### src/hdl/slseq_pkg.sv
// Package with the shared types and constants of the status LED sequencer.
`default_nettype none
package slseq_pkg;

  typedef enum logic [1:0] {
    PM_CHARGING    = 2'd0,
    PM_CHARGED     = 2'd1,
    PM_DISCHARGING = 2'd2,
    PM_CRITICAL    = 2'd3
  } power_mode_t;

  typedef enum logic [1:0] {
    LK_UNPAIRED  = 2'd0,
    LK_PAIRING   = 2'd1,
    LK_CONNECTED = 2'd2
  } link_mode_t;

  // Event codes carried in the func field.
  localparam logic [2:0] FUNC_TICK   = 3'd0;
  localparam logic [2:0] FUNC_POWER  = 3'd1;
  localparam logic [2:0] FUNC_BT     = 3'd2;
  localparam logic [2:0] FUNC_BUTTON = 3'd3;
  localparam logic [2:0] FUNC_PACKET = 3'd4;

  // Link codes carried in the link_state field.
  localparam logic [1:0] LINK_DISC = 2'd0;
  localparam logic [1:0] LINK_PAIR = 2'd1;
  localparam logic [1:0] LINK_CONN = 2'd2;

  // Configuration register indexes.
  localparam logic [2:0] REG_BT_EN     = 3'd0;
  localparam logic [2:0] REG_HB_DIS    = 3'd1;
  localparam logic [2:0] REG_HB_DED    = 3'd2;
  localparam logic [2:0] REG_CHG_BLINK = 3'd3;
  localparam logic [2:0] REG_RADIO_MS  = 3'd4;

  // Timing constants in milliseconds.
  localparam logic [31:0] FAST_BLINK_PERIOD = 32'd30000;
  localparam logic [31:0] FAST_BLINK_LEN    = 32'd2000;
  localparam logic [31:0] PAIRING_TIMEOUT   = 32'd30000;
  localparam logic [31:0] BAR_SHOW_TIME     = 32'd10000;
  localparam logic [15:0] IV_DEFAULT        = 16'd1000;
  localparam logic [15:0] IV_FAST           = 16'd250;
  localparam logic [15:0] IV_BEAT_ON        = 16'd1;
  localparam logic [15:0] IV_BEAT_OFF       = 16'd999;
  localparam logic [15:0] RADIO_MS_RESET    = 16'd100;

  // Battery thresholds in percent.
  localparam logic [6:0] PCT_CRITICAL = 7'd5;
  localparam logic [6:0] PCT_FULL     = 7'd100;
  localparam logic [6:0] PCT_LVL1     = 7'd25;
  localparam logic [6:0] PCT_LVL2     = 7'd50;
  localparam logic [6:0] PCT_LVL3     = 7'd75;

endpackage
`default_nettype wire

### src/hdl/slseq_in_if.sv
// Input channel interface of the status LED sequencer.
`default_nettype none
interface slseq_in_if;
  logic        valid;
  logic        ready;
  logic [2:0]  func;
  logic [31:0] now_ms;
  logic        has_usb;
  logic        is_charging;
  logic [6:0]  battery_percent;
  logic [1:0]  link_state;

  modport source (
    output valid, func, now_ms, has_usb, is_charging, battery_percent, link_state,
    input  ready
  );
  modport sink (
    input  valid, func, now_ms, has_usb, is_charging, battery_percent, link_state,
    output ready
  );
endinterface
`default_nettype wire

### src/hdl/slseq_out_if.sv
// Result channel interface of the status LED sequencer.
`default_nettype none
interface slseq_out_if;
  logic        valid;
  logic        ready;
  logic        charge_led;
  logic        pairing_led;
  logic        heartbeat_led;
  logic [3:0]  battery_bar;
  logic        radio_led;
  logic [1:0]  power_class;
  logic [15:0] next_interval_ms;

  modport source (
    output valid, charge_led, pairing_led, heartbeat_led, battery_bar, radio_led,
           power_class, next_interval_ms,
    input  ready
  );
  modport sink (
    input  valid, charge_led, pairing_led, heartbeat_led, battery_bar, radio_led,
           power_class, next_interval_ms,
    output ready
  );
endinterface
`default_nettype wire

### src/hdl/status_led_sequencer_unit.sv
// Top level of the status LED sequencer: event register, update logic and result register.
`default_nettype none
// The status LED sequencer takes one event word per cycle while its result side is
// not stalled (tick, power report, Bluetooth report, button press or received
// packet, each stamped with a wrapping millisecond time) and returns exactly one
// result word per event: the current charge, pairing, heartbeat and radio LED
// states, the battery bar, the power class and the delay to the next tick. An
// accepted word sits in an input register while the update logic (a handful of
// 32-bit modulo time differences and compares) computes the new LED state, and the
// result is written to the output register once that register is free or being
// emptied. The sustained rate is one word per cycle while the receiver takes every
// result. While a finished result waits on a stalled receiver, the input side takes
// one more word into an empty input register and then stops; once the result is
// taken, both registers move on in the same cycle. Configuration writes on the cfg_
// port are taken at once and must only happen while no event is in flight. Time
// comparisons use now_ms minus the stored mark modulo 2^32, so a mark that lies in
// the future counts as long past.
module status_led_sequencer_unit (
  input  wire logic        clk,
  input  wire logic        rst_n,
  input  wire logic        cfg_we,
  input  wire logic [2:0]  cfg_idx,
  input  wire logic [15:0] cfg_wdata,
  slseq_in_if.sink         in_word,
  slseq_out_if.source      out_word
);

  // Configuration registers.
  logic        bt_en_r;
  logic        hb_dis_r;
  logic        hb_ded_r;
  logic        chg_blink_r;
  logic [15:0] radio_ms_r;

  // Input register stage.
  logic        in_v_r;
  logic [2:0]  func_r;
  logic [31:0] now_r;
  logic        usb_r;
  logic        chg_r;
  logic [6:0]  pct_r;
  logic [1:0]  link_r;

  // Sequencer state.
  slseq_pkg::power_mode_t pm_r, pm_nxt;
  slseq_pkg::link_mode_t  lk_r, lk_nxt;
  logic [31:0] pair_since_r, pair_since_nxt;
  logic [31:0] fb_since_r, fb_since_nxt;
  logic        ifb_r, ifb_nxt;
  logic        cl_r, cl_nxt;
  logic        pl_r, pl_nxt;
  logic        hl_r, hl_nxt;
  logic        sp_r, sp_nxt;
  logic [31:0] btn_since_r, btn_since_nxt;
  logic        rl_r, rl_nxt;
  logic [31:0] radio_since_r, radio_since_nxt;
  logic [6:0]  last_pct_r, last_pct_nxt;
  logic [3:0]  bar_r, bar_nxt;
  logic [15:0] iv_nxt;

  // Result register.
  logic        out_v_r;
  logic [15:0] out_iv_r;

  // Working values of the update logic.
  logic [6:0]  pct_sat;
  logic [31:0] d_fb;
  logic [31:0] d_pair;
  logic [31:0] d_btn;
  logic [31:0] el_radio;
  logic [31:0] radio_ms_ext;
  logic [31:0] radio_left;
  logic        fb_start;
  logic        beat_ok;
  logic        adv;
  logic        fire;

  // The stage moves on whenever the result register is free or being emptied.
  assign adv           = !out_v_r || out_word.ready;
  assign fire          = in_v_r && adv;
  assign in_word.ready = !in_v_r || adv;

  assign pct_sat      = (pct_r > slseq_pkg::PCT_FULL) ? slseq_pkg::PCT_FULL : pct_r;
  assign d_fb         = now_r - fb_since_r;
  assign d_pair       = now_r - pair_since_r;
  assign d_btn        = now_r - btn_since_r;
  assign el_radio     = now_r - radio_since_r;
  assign radio_ms_ext = {16'd0, radio_ms_r};
  assign radio_left   = radio_ms_ext - el_radio;

  // Event update. The tick path follows the order in which its rules apply: power
  // mode first, then heartbeat, pairing LED, battery bar and radio flash.
  always_comb begin
    pm_nxt          = pm_r;
    lk_nxt          = lk_r;
    pair_since_nxt  = pair_since_r;
    fb_since_nxt    = fb_since_r;
    ifb_nxt         = ifb_r;
    cl_nxt          = cl_r;
    pl_nxt          = pl_r;
    hl_nxt          = hl_r;
    sp_nxt          = sp_r;
    btn_since_nxt   = btn_since_r;
    rl_nxt          = rl_r;
    radio_since_nxt = radio_since_r;
    last_pct_nxt    = last_pct_r;
    bar_nxt         = bar_r;
    iv_nxt          = 16'd0;
    fb_start        = 1'b0;
    beat_ok         = 1'b0;

    case (func_r)
      slseq_pkg::FUNC_TICK: begin
        iv_nxt = slseq_pkg::IV_DEFAULT;

        case (pm_r)
          slseq_pkg::PM_CHARGING: begin
            if (!chg_blink_r) cl_nxt = !cl_r;
          end
          slseq_pkg::PM_CHARGED: begin
            cl_nxt = 1'b1;
          end
          slseq_pkg::PM_CRITICAL: begin
            // A new fast blink burst starts once the last one is a period old.
            fb_start = (d_fb > slseq_pkg::FAST_BLINK_PERIOD) && !ifb_r;
            if (fb_start) begin
              ifb_nxt      = 1'b1;
              fb_since_nxt = now_r;
            end
            if (ifb_nxt) begin
              pl_nxt = 1'b0;
              cl_nxt = !cl_r;
              iv_nxt = slseq_pkg::IV_FAST;
              // A burst that just started has zero elapsed time.
              if (!fb_start && (d_fb > slseq_pkg::FAST_BLINK_LEN)) begin
                ifb_nxt = 1'b0;
                cl_nxt  = 1'b0;
              end
            end
          end
          default: ;
        endcase

        beat_ok = (pm_r != slseq_pkg::PM_CHARGING) && (pm_r != slseq_pkg::PM_CHARGED) &&
                  !ifb_nxt && !hb_dis_r;
        if (hb_ded_r) begin
          if (beat_ok) begin
            hl_nxt = !hl_r;
            iv_nxt = hl_nxt ? slseq_pkg::IV_BEAT_ON : slseq_pkg::IV_BEAT_OFF;
          end else begin
            hl_nxt = 1'b0;
          end
        end else begin
          hl_nxt = 1'b0;
          if (beat_ok) begin
            cl_nxt = !cl_nxt;
            iv_nxt = cl_nxt ? slseq_pkg::IV_BEAT_ON : slseq_pkg::IV_BEAT_OFF;
          end
        end

        if (!bt_en_r || (d_pair > slseq_pkg::PAIRING_TIMEOUT) || ifb_nxt) begin
          pl_nxt = 1'b0;
        end else begin
          case (lk_r)
            slseq_pkg::LK_UNPAIRED: begin
              // Slow blink: toggle on every second tick.
              if (sp_r) begin
                pl_nxt = !pl_nxt;
                sp_nxt = 1'b0;
              end else begin
                sp_nxt = 1'b1;
              end
            end
            slseq_pkg::LK_PAIRING: pl_nxt = !pl_nxt;
            default:               pl_nxt = 1'b1;
          endcase
        end

        if (hb_dis_r) cl_nxt = 1'b0;

        bar_nxt = 4'd0;
        if ((d_btn < slseq_pkg::BAR_SHOW_TIME) || cl_nxt) begin
          bar_nxt[0] = 1'b1;
          bar_nxt[1] = last_pct_r >= slseq_pkg::PCT_LVL1;
          bar_nxt[2] = last_pct_r >= slseq_pkg::PCT_LVL2;
          bar_nxt[3] = last_pct_r >= slseq_pkg::PCT_LVL3;
        end

        if (rl_r) begin
          if (el_radio >= radio_ms_ext) begin
            rl_nxt = 1'b0;
          end else if ({16'd0, iv_nxt} > radio_left) begin
            iv_nxt = radio_left[15:0];
          end
        end
      end

      slseq_pkg::FUNC_POWER: begin
        last_pct_nxt = pct_sat;
        if (usb_r || chg_r) begin
          pm_nxt = (pct_sat >= slseq_pkg::PCT_FULL) ? slseq_pkg::PM_CHARGED
                                                    : slseq_pkg::PM_CHARGING;
        end else begin
          pm_nxt = (pct_sat > slseq_pkg::PCT_CRITICAL) ? slseq_pkg::PM_DISCHARGING
                                                       : slseq_pkg::PM_CRITICAL;
        end
      end

      slseq_pkg::FUNC_BT: begin
        case (link_r)
          slseq_pkg::LINK_DISC: begin
            lk_nxt         = slseq_pkg::LK_UNPAIRED;
            pair_since_nxt = now_r;
          end
          slseq_pkg::LINK_PAIR: begin
            lk_nxt         = slseq_pkg::LK_PAIRING;
            pair_since_nxt = now_r;
          end
          slseq_pkg::LINK_CONN: begin
            // For a connect report, only a change of state restarts the pairing LED timeout.
            if (lk_r != slseq_pkg::LK_CONNECTED) begin
              lk_nxt         = slseq_pkg::LK_CONNECTED;
              pair_since_nxt = now_r;
            end
          end
          default: ;
        endcase
      end

      slseq_pkg::FUNC_BUTTON: begin
        btn_since_nxt = now_r;
      end

      slseq_pkg::FUNC_PACKET: begin
        rl_nxt          = 1'b1;
        radio_since_nxt = now_r;
        iv_nxt          = radio_ms_r;
      end

      default: ;
    endcase
  end

  // Configuration registers.
  always_ff @(posedge clk) begin
    if (!rst_n) begin
      bt_en_r     <= 1'b1;
      hb_dis_r    <= 1'b0;
      hb_ded_r    <= 1'b0;
      chg_blink_r <= 1'b0;
      radio_ms_r  <= slseq_pkg::RADIO_MS_RESET;
    end else if (cfg_we) begin
      case (cfg_idx)
        slseq_pkg::REG_BT_EN:     bt_en_r     <= cfg_wdata[0];
        slseq_pkg::REG_HB_DIS:    hb_dis_r    <= cfg_wdata[0];
        slseq_pkg::REG_HB_DED:    hb_ded_r    <= cfg_wdata[0];
        slseq_pkg::REG_CHG_BLINK: chg_blink_r <= cfg_wdata[0];
        slseq_pkg::REG_RADIO_MS:  radio_ms_r  <= cfg_wdata;
        default: ;
      endcase
    end
  end

  // Input register: loads whenever the stage is empty or moving on.
  always_ff @(posedge clk) begin
    if (!rst_n) begin
      in_v_r <= 1'b0;
    end else if (in_word.ready) begin
      in_v_r <= in_word.valid;
    end
  end

  always_ff @(posedge clk) begin
    if (in_word.ready && in_word.valid) begin
      func_r <= in_word.func;
      now_r  <= in_word.now_ms;
      usb_r  <= in_word.has_usb;
      chg_r  <= in_word.is_charging;
      pct_r  <= in_word.battery_percent;
      link_r <= in_word.link_state;
    end
  end

  // Sequencer state, written when a word is processed, and result valid flag, written whenever the stage moves on.
  always_ff @(posedge clk) begin
    if (!rst_n) begin
      pm_r          <= slseq_pkg::PM_DISCHARGING;
      lk_r          <= slseq_pkg::LK_UNPAIRED;
      pair_since_r  <= 32'd0;
      fb_since_r    <= 32'd0;
      ifb_r         <= 1'b0;
      cl_r          <= 1'b0;
      pl_r          <= 1'b0;
      hl_r          <= 1'b0;
      sp_r          <= 1'b0;
      btn_since_r   <= 32'd0;
      rl_r          <= 1'b0;
      radio_since_r <= 32'd0;
      last_pct_r    <= 7'd0;
      bar_r         <= 4'd0;
      out_v_r       <= 1'b0;
    end else begin
      if (fire) begin
        pm_r          <= pm_nxt;
        lk_r          <= lk_nxt;
        pair_since_r  <= pair_since_nxt;
        fb_since_r    <= fb_since_nxt;
        ifb_r         <= ifb_nxt;
        cl_r          <= cl_nxt;
        pl_r          <= pl_nxt;
        hl_r          <= hl_nxt;
        sp_r          <= sp_nxt;
        btn_since_r   <= btn_since_nxt;
        rl_r          <= rl_nxt;
        radio_since_r <= radio_since_nxt;
        last_pct_r    <= last_pct_nxt;
        bar_r         <= bar_nxt;
      end
      if (adv) begin
        out_v_r <= in_v_r;
      end
    end
  end

  always_ff @(posedge clk) begin
    if (fire) begin
      out_iv_r <= iv_nxt;
    end
  end

  // The LED fields show the state registers, which change only together with a
  // new result, so they always match the word in the result register.
  assign out_word.valid            = out_v_r;
  assign out_word.charge_led       = cl_r;
  assign out_word.pairing_led      = pl_r;
  assign out_word.heartbeat_led    = hl_r;
  assign out_word.battery_bar      = bar_r;
  assign out_word.radio_led        = rl_r;
  assign out_word.power_class      = pm_r;
  assign out_word.next_interval_ms = out_iv_r;

endmodule
`default_nettype wire
### src/flat_wrapper.sv
// flat-port wrapper written by rule: the top's interface ports become plain ports
module status_led_sequencer_unit_flat 
  (clk, rst_n, cfg_we, cfg_idx, cfg_wdata, in_word_valid, in_word_func, in_word_now_ms, in_word_has_usb, in_word_is_charging, in_word_battery_percent, in_word_link_state, in_word_ready, out_word_valid, out_word_charge_led, out_word_pairing_led, out_word_heartbeat_led, out_word_battery_bar, out_word_radio_led, out_word_power_class, out_word_next_interval_ms, out_word_ready);
  slseq_in_if in_word_i ();
  slseq_out_if out_word_i ();
  input  wire logic clk;
  input  wire logic rst_n;
  input  wire logic cfg_we;
  input  wire logic [2:0] cfg_idx;
  input  wire logic [15:0] cfg_wdata;
  input wire logic [$bits(in_word_i.valid)-1:0] in_word_valid;
  input wire logic [$bits(in_word_i.func)-1:0] in_word_func;
  input wire logic [$bits(in_word_i.now_ms)-1:0] in_word_now_ms;
  input wire logic [$bits(in_word_i.has_usb)-1:0] in_word_has_usb;
  input wire logic [$bits(in_word_i.is_charging)-1:0] in_word_is_charging;
  input wire logic [$bits(in_word_i.battery_percent)-1:0] in_word_battery_percent;
  input wire logic [$bits(in_word_i.link_state)-1:0] in_word_link_state;
  output wire logic [$bits(in_word_i.ready)-1:0] in_word_ready;
  output wire logic [$bits(out_word_i.valid)-1:0] out_word_valid;
  output wire logic [$bits(out_word_i.charge_led)-1:0] out_word_charge_led;
  output wire logic [$bits(out_word_i.pairing_led)-1:0] out_word_pairing_led;
  output wire logic [$bits(out_word_i.heartbeat_led)-1:0] out_word_heartbeat_led;
  output wire logic [$bits(out_word_i.battery_bar)-1:0] out_word_battery_bar;
  output wire logic [$bits(out_word_i.radio_led)-1:0] out_word_radio_led;
  output wire logic [$bits(out_word_i.power_class)-1:0] out_word_power_class;
  output wire logic [$bits(out_word_i.next_interval_ms)-1:0] out_word_next_interval_ms;
  input wire logic [$bits(out_word_i.ready)-1:0] out_word_ready;
  assign in_word_i.valid = in_word_valid;
  assign in_word_i.func = in_word_func;
  assign in_word_i.now_ms = in_word_now_ms;
  assign in_word_i.has_usb = in_word_has_usb;
  assign in_word_i.is_charging = in_word_is_charging;
  assign in_word_i.battery_percent = in_word_battery_percent;
  assign in_word_i.link_state = in_word_link_state;
  assign in_word_ready = in_word_i.ready;
  assign out_word_valid = out_word_i.valid;
  assign out_word_charge_led = out_word_i.charge_led;
  assign out_word_pairing_led = out_word_i.pairing_led;
  assign out_word_heartbeat_led = out_word_i.heartbeat_led;
  assign out_word_battery_bar = out_word_i.battery_bar;
  assign out_word_radio_led = out_word_i.radio_led;
  assign out_word_power_class = out_word_i.power_class;
  assign out_word_next_interval_ms = out_word_i.next_interval_ms;
  assign out_word_i.ready = out_word_ready;
  status_led_sequencer_unit u_core (.clk(clk), .rst_n(rst_n), .cfg_we(cfg_we), .cfg_idx(cfg_idx), .cfg_wdata(cfg_wdata), .in_word(in_word_i), .out_word(out_word_i));
endmodule
### config.mk
export PLATFORM = sky130hd
export DESIGN_NAME = status_led_sequencer_unit_flat
export DESIGN_NICKNAME = d
export VERILOG_FILES = /design/src/hdl/slseq_pkg.sv /design/src/hdl/slseq_in_if.sv /design/src/hdl/slseq_out_if.sv /design/src/hdl/status_led_sequencer_unit.sv /design/src/flat_wrapper.sv
export SDC_FILE = /design/constraint.sdc
export NUM_CORES = 1
export LEC_CHECK = 0
export ABC_AREA = 1
export BUFFER_PORTS_ARGS = -buffer_cell sky130_fd_sc_hd__buf_2
export CORE_MARGIN = 2
export CORE_UTILIZATION = 45
export DETAILED_ROUTE_END_ITERATION = 8
export PLACE_DENSITY = 0.72
export SETUP_SLACK_MARGIN = 0.05
export SLEW_MARGIN = 15
export SYNTH_ARGS = -nofsm -noshare
export SYNTH_HDL_FRONTEND = slang
export SYNTH_SLANG_ARGS = --single-unit
### constraint.sdc
create_clock -name clk -period 15.2 [get_ports clk]
set_clock_uncertainty 0.05 [all_clocks]
set_input_delay 3.8 -clock clk [delete_from_list [all_inputs] [get_ports clk]]
set_output_delay 3.8 -clock clk [all_outputs]
set_load 0.01 [all_outputs]
---- Yosys cells after proc, flatten, opt, wreduce, memory -nomap -nowiden ----
Index checks and enable logic that the tools add are counted.
storage, ports and cells
  register bits after elaboration ......... 233
  output and inout port bits .............. 28
cells by class
  reduce and logical (&&, ||, !) cells .... 48
  add/subtract/negate cells ............... 5
  mux-type cells .......................... 49
  bitwise logic cells ..................... 1
  eq/ne operators ......................... 16
  $lt $le $gt $ge ......................... 12
operator list
  cell                    count
  $mux W16                8
  $sub A32 B32 Y32        4
  $gt A32 B15 Y1 const B  2
  $pmux W32 S2            1
  $ge A32 B16 Y1          1
  $gt A16 B32 Y1          1
  $gt A32 B11 Y1 const B  1
  $lt A32 B14 Y1 const B  1
  $mux W32                1
  $pmux W16 S2            1
  $sub A16 B32 Y32        1
  $mux W10                3
  $mux W1                 27
  $reduce_and A2 Y1       10
  $reduce_and A4 Y1       4
  $ge A7 B7 Y1 const B    2
  $eq A3 B2 Y1 const B    4
  $logic_not A1 Y1        11
  $ge A7 B5 Y1 const B    1
  $ge A7 B6 Y1 const B    1
  $gt A7 B3 Y1 const B    1
  $gt A7 B7 Y1 const B    1
  $logic_and A1 B1 Y1     7
  $mux W7                 1
  18 further kinds        36

---- Longest topological paths before layout ----
Gate-level depths: netlist of run 1.
  word-level depth ........................ 20
  depth in mapped cells ................... 50

---- Worst setup path after synthesis of run 1 ----
No wires, ideal clock.
  path type ............................... in2out
  from .................................... input out_word_ready
  to ...................................... output in_word_ready
  arrival ................................. 3984 ps
  path buffers ............................ 0
  stages .................................. 2
  slack ................................... 7366 ps
  required time ........................... 11350 ps
  path through ............................ inv_1 > nand3_1
on the way
  cells in the longest elaborated chain, start to end .. 2
RTL lines
  item                line                             text
  start, declared     flat_wrapper.sv:27               input wire logic [$bits(out_word_i.ready)-1:0] out_word_ready;
  $logic_or A1 B1 Y1  status_led_sequencer_unit.sv:79  assign adv = !out_v_r || out_word.ready;
  $logic_or A1 B1 Y1  status_led_sequencer_unit.sv:81  assign in_word.ready = !in_v_r || adv;
  end, declared       flat_wrapper.sv:18               output wire logic [$bits(in_word_i.ready)-1:0] in_word_ready;
Every way passes these cells.

---- Worst setup path in the final report of run 1 ----
Ends and elaborated chain as after synthesis.

==> results of run 1 <==
[worst register-to-register path, delay by kind of cell, from the launching register on]
kind / cells / cell delay [ns]
compound gates: 4 / 0.54
fa+ha+maj: 4 / 1.10
buf+inv: 6 / 0.56
flops: 1 / 0.38
simple gates: 31 / 3.49
[worst max path at each step]
| stage | start | end | cells past startpoint |
|---|---|---|---|
| after floorplan | out_word_ready | in_word_ready | 2 |
| after global placement | out_word_ready | in_word_ready | 4 |
| after detailed placement | out_word_ready | in_word_ready | 4 |
| after CTS | out_word_ready | in_word_ready | 4 |
| after global routing | out_word_ready | in_word_ready | 4 |
| final | out_word_ready | in_word_ready | 4 |
[synthesized netlist by cell type, types with 3 or more instances]
cell,count
nand3_1,156
ha_1,150
nor2_2,20
a31oi_1,22
inv_1,524
and2_1,5
inv_2,14
clkbuf_1,47
clkinv_1,3
o21bai_1,18
xnor2_1,38
nand2_1,803
fa_1,4
a21oi_1,277
nand2_4,4
o211ai_1,7
dfxtp_1,171
nor3_1,28
nand2_2,27
nor4_1,9
edfxtp_1,62
nand4_1,58
nor2_1,276
a211oi_1,5
o21a_1,3
a21boi_0,7
nand3b_1,13
nand3_2,8
o21ai_1,5
nor2_4,8
xor2_1,43
o21ai_0,215
a21o_1,12
[through the flow]
stage          worst slack, ns  instance area (um^2)  instances  power, W
6_report                 7.133                 21610       3779  0.001825
5_1_grt                  7.051                 21610       3777  0.001929
4_1_cts                  7.131                 21610       3777  0.001832
3_5_place_dp             7.134                 20710       3727  0.001171
3_3_place_gp             7.130                 20710       3727  0.001169
2_1_floorplan            7.366                 19450       3065  0.001041
[flip-flops by register name, summed over array words and instances, names as in the netlist, 2 cells and up]
signal and count:
u_core.pair_since_r 32, u_core.out_word.battery_bar 4, u_core.func_r 3, u_core.out_word.power_class 2, u_core.pct_r 7, u_core.last_pct_r 7, u_core.fb_since_r 32, u_core.now_r 32
u_core.radio_ms_r 16, u_core.out_word.next_interval_ms 16, u_core.link_r 2, u_core.btn_since_r 32, u_core.radio_since_r 32, u_core.lk_r 2
[power by group through the flow]
stage | Sequential, W | Combinational [W] | Clock, W
6_report | 0.000670 | 0.000495 | 0.000660
5_1_grt | 0.000672 | 0.000561 | 0.000696
4_1_cts | 0.000670 | 0.000489 | 0.000672
2_1_floorplan | 0.000681 | 0.000359 | 0
3_5_place_dp | 0.000684 | 0.000487 | 0
3_3_place_gp | 0.000684 | 0.000485 | 0
[layer usage]
layer	vias to the layer above	wire length (um)
met3	97	2812
li1	10130	-
met4	0	1997
met5	-	0
met2	442	25110
met1	8600	25590
[cell families (layout without fill, tap and decap cells)]
| kind of cell | count (synthesis) | after routing | synth area share, % |
|---|---|---|---|
| AO/OA/AOI/OAI | 581 | 581 | 15.96 |
| adder cells (fa/ha/maj) | 154 | 154 | 10.06 |
| flip-flops | 233 | 233 | 27.18 |
| buffers and inverters | 589 | 716 | 11.37 |
| AND/OR/NAND/NOR | 1425 | 1425 | 31.61 |
| other | 0 | 2 | 0 |
| XOR/XNOR | 83 | 83 | 3.815 |
[layout make-up]
class | instances | area share (%)
Antenna cell | 2 | 0.02315
Clock buffer | 41 | 3.844
Clock inverter | 9 | 0.3300
Inverter | 541 | 9.395
Multi-Input combinational cell | 2243 | 55.34
Sequential cell | 233 | 24.45
Tap cell | 585 | 3.386
Timing Repair Buffer | 125 | 3.230
==> impl_metrics.tcl, run 1 <==
set metrics [dict create \
    synth_top_area_cell "dfxtp_1" \
    tns_ns 0 \
    mostFrequentLayoutCell "nand2_1" \
    io_buffer_count 97 \
    synth_area_leaders "dfxtp_1 (18%), nand2_1 (15%), inv_1 (10%)" \
    grt_max_degree 124 \
    async_flop_share_pct 0 \
    setup_viol 0 \
    startpoint_type "input port" \
    cts_sinks 233 \
    insertion_delay_ns 0.56 \
    yosys_most_used_dff "dfxtp_1" \
    fillers 4403 \
    pin_count 98 \
    internal_power_w 0.001203 \
    critPathKind "in -> out" \
    synth_seq_cells 233 \
    reg2reg_from "u_core.now_r[0]$_DFFE_PP_" \
    whs_path_depth 2 \
    swShare_pct 34.07 \
    clk_pin_slew_ns 0.06 \
    status "completed" \
    htreeDepth 1 \
    cp_max_fo 3 \
    max-cap-violations 0 \
    fp.dieH_um 211.9 \
    antenna_found_initial 0 \
    grt_pass1_vias 17660 \
    pwr-share-comb_pct 27.1 \
    nets 3395 \
    wl_per_cell_um 14.69 \
    numCtsBuffers 27 \
    firstDrtPassIters 5 \
    ys_warn_count 0 \
    path_cells "buf_2 -> inv_1 -> nand3_1 -> buf_2" \
    use_met1_pct 33.05 \
    hold_buffers 0 \
    syn_area_um2 19450 \
    grt_pass1_wl_mm 89.73 \
    track_usage_pct 24.88 \
    die_w_um 211.9 \
    min-delay-start "u_core.btn_since_r[22]$_SDFFE_PN0P_" \
    cts_setup_buffers 0 \
    r2r-end "u_core.out_word.next_interval_ms[3]$_DFFE_PP_" \
    worstRegToRegCells 45 \
    route.final.wire_length_mm 55.51 \
    hold_viol 0 \
    use_met2_pct 41.99 \
    r2r_slack_ns 8.87 \
    clockBufferDepth 3 \
    p_per_area_nw_per_um2 84.42 \
    drt.antenna.violating_nets 0 \
    regArea_um2 5285 \
    area_growth_syn_to_layout_pct 11.15 \
    slew_viol_final 0 \
    tightest_slew_ns 1.103 \
    min_path_type "reg -> reg" \
    via_per_inst 5.100 \
    drive_above_1_share_pct 8.396 \
    period_share_pct 53.07 \
    seqPwrFrac_pct 36.7 \
    peakVddDrop_uv 93.33 \
    start_util_pct 45.34 \
    netlist.area_leader.share_pct 17.60 \
    synth.yosys.seq_area_share_pct 27.18 \
    fin_crit_ns 8.067 \
    overflow 0 \
    cts_resized 0 \
    relSlewSlack_pct 26.46 \
    drcViolationCount 0 \
    syn_nets 3289 \
    arrival_ns 4.22 \
    rsz0062_at_grt "false" \
    p_leak_nw 10.17 \
    p_sw_w 0.0006217 \
    die_area_um2 44890 \
    cp_slowest_cell "buf_2" \
    synth_cell_types 48 \
    vias 19270 \
    avgSynthCellArea_um2 6.345 \
    met3_usage_pct 2.507 \
    routabilityCongestion 0.9740 \
    hold_ws_ns 0.4097 \
    cp.required_ns 11.35 \
    final_util_pct 50.40 \
    multi_input_area_um2 11960 \
    layout_common_cells "nand2_1 (803), inv_1 (523), a21oi_1 (277)" \
    cts_tree "built" \
    clockRootBuffer "clkbuf_16" \
    gr-max-usage-layer "met2" \
    first_iter_violations 1416 \
    critPathTopFamily "buffers and inverters" \
    crit_top_cell "buf_2" \
    core_um2 42890 \
    synth_edf_count 62 \
    max_freq_mhz 124.0 \
    endpoint_kind "primary output" \
    syn_inst 3065 \
    pwr-share-clk_pct 36.2 \
    num_rows 76 \
    dp_hpwl_mm 43.73 \
    min_to "u_core.btn_since_r[22]$_SDFFE_PN0P_" \
    max_stage_delay_ns 0.16 \
    crit_buf_inv 3 \
]
Note: power is estimated with default switching activity, not from simulation.
==> run 2: changes to the inputs <==
clock period = 8.25 ns   (was 15.2 ns; I/O delays follow)
==> impl_metrics.tcl, run 2 (synthesis results as in run 1) <==
set metrics [dict create \
    start_util_pct 45.34 \
    vias 19320 \
    relSlewSlack_pct 24.60 \
    internal_power_w 0.002225 \
    p_leak_nw 10.16 \
    cp_slowest_cell "fa_1" \
    rsz0062_at_grt "false" \
    period_share_pct 74.39 \
    grt_pass1_vias 17490 \
    num_rows 76 \
    hold_viol 0 \
    worstRegToRegCells 45 \
    wl_per_cell_um 14.76 \
    endpoint_kind "register" \
    overflow 0 \
    fillers 4409 \
    setup_viol 0 \
    arrival_ns 6.40 \
    r2r-end "u_core.out_word.next_interval_ms[2]$_DFFE_PP_" \
    crit_top_cell "nand2_1" \
    drcViolationCount 0 \
    fin_crit_ns 6.137 \
    cts_resized 0 \
    layout_common_cells "nand2_1 (803), inv_1 (523), a21oi_1 (277)" \
    mostFrequentLayoutCell "nand2_1" \
    tightest_slew_ns 1.131 \
    status "completed" \
    io_buffer_count 97 \
    die_area_um2 44890 \
    clockRootBuffer "clkbuf_16" \
    r2r_slack_ns 2.11 \
    cts_setup_buffers 0 \
    min_path_type "reg -> reg" \
    cp.required_ns 8.52 \
    cp_max_fo 7 \
    max_stage_delay_ns 0.45 \
    core_um2 42890 \
    p_per_area_nw_per_um2 155.7 \
    min_to "u_core.btn_since_r[13]$_SDFFE_PN0P_" \
    via_per_inst 5.118 \
    pin_count 98 \
    insertion_delay_ns 0.58 \
    tns_ns 0 \
    dp_hpwl_mm 44.10 \
    whs_path_depth 2 \
    peakVddDrop_uv 167.9 \
    nets 3391 \
    die_w_um 211.9 \
    antenna_found_initial 1 \
    max_freq_mhz 163.0 \
    firstDrtPassIters 7 \
    reg2reg_from "u_core.now_r[0]$_DFFE_PP_" \
    route.final.wire_length_mm 55.73 \
    min-delay-start "u_core.btn_since_r[13]$_SDFFE_PN0P_" \
    pwr-share-clk_pct 36.2 \
    hold_buffers 0 \
    clockBufferDepth 3 \
    numCtsBuffers 27 \
    drt.antenna.violating_nets 0 \
    fp.dieH_um 211.9 \
    cts_tree "built" \
    grt_pass1_wl_mm 89.38 \
    htreeDepth 1 \
    swShare_pct 33.81 \
    max-cap-violations 0 \
    clk_pin_slew_ns 0.07 \
    cts_sinks 233 \
    slew_viol_final 0 \
    grt_max_degree 104 \
    pwr-share-comb_pct 27.1 \
    drive_above_1_share_pct 8.187 \
    routabilityCongestion 0.9811 \
    p_sw_w 0.001136 \
    critPathKind "reg -> reg" \
    hold_ws_ns 0.4092 \
    area_growth_syn_to_layout_pct 11.02 \
    startpoint_type "register" \
    track_usage_pct 24.79 \
    seqPwrFrac_pct 36.8 \
    first_iter_violations 1559 \
]
==> run 2: cell type report <==
cell class	instances	area, um^2	share of cell area (%)
timing repair buffer	121	668.1	3.095
multi-input combinational	2243	11960	55.41
inverter	541	2031	9.407
tap	585	732.0	3.391
antenna	2	5.005	0.02318
sequential	233	5285	24.48
clock inverter	11	112.6	0.5216
clock buffer	39	793.3	3.675
==> run 2: critical path: cells and delay by family (launching register included) <==
family / cells / cell delay [ns]
AND/OR/NAND/NOR: 31 / 3.24
adder cells (fa/ha/maj): 4 / 1.09
AO/OA/AOI/OAI: 4 / 0.54
buffers and inverters: 6 / 0.53
flip-flops: 1 / 0.38
==> run 2: worst max path at each step <==
stage                              start                                       endpoint  slack [ns]  cells after the start
2_1_floorplan  u_core.now_r[0]$_DFFE_PP_  u_core.out_word.next_interval_ms[0]$_DFFE_PP_        3.15                     47
3_3_place_gp   u_core.now_r[0]$_DFFE_PP_  u_core.out_word.next_interval_ms[5]$_DFFE_PP_        2.41                     45
3_5_place_dp   u_core.now_r[0]$_DFFE_PP_  u_core.out_word.next_interval_ms[4]$_DFFE_PP_        2.29                     45
4_1_cts        u_core.now_r[0]$_DFFE_PP_  u_core.out_word.next_interval_ms[2]$_DFFE_PP_        2.22                     45
5_1_grt        u_core.now_r[0]$_DFFE_PP_  u_core.out_word.next_interval_ms[6]$_DFFE_PP_        1.29                     45
6_report       u_core.now_r[0]$_DFFE_PP_  u_core.out_word.next_interval_ms[2]$_DFFE_PP_        2.11                     45
==> run 2: through the flow <==
stage	setup WS [ns]	instance area, um^2	cells	util, %	power [W]
detailed placement	2.294	20680	3723	48.21	0.002155
global placement	2.406	20680	3723	48.21	0.002153
CTS	2.218	21580	3773	50.33	0.003374
finish	2.113	21590	3775	50.34	0.003361
global route	1.289	21590	3774	50.33	0.003546
floorplan	3.153	19450	3065	-	0.001918
==> run 2: power groups by stage <==
| stage | clock, W | sequential (W) | combinational [W] |
|---|---|---|---|
| finish | 0.00122 | 0.00124 | 0.000909 |
| global route | 0.00128 | 0.00124 | 0.00103 |
| CTS | 0.00124 | 0.00124 | 0.000899 |
| floorplan | 0 | 0.00126 | 0.000662 |
| detailed placement | 0 | 0.00126 | 0.000893 |
| global placement | 0 | 0.00126 | 0.000892 |
==> run 2: routing by layer <==
metal  wire length [um]  vias to the layer above  global-route usage (%)
li1                   -                    10130                       -
met1              25510                     8586                   33.04
met3               3159                      105                   3.115
met4               1798                        0                   8.062
met2              25260                      502                   41.55
met5                  0                        -                       0
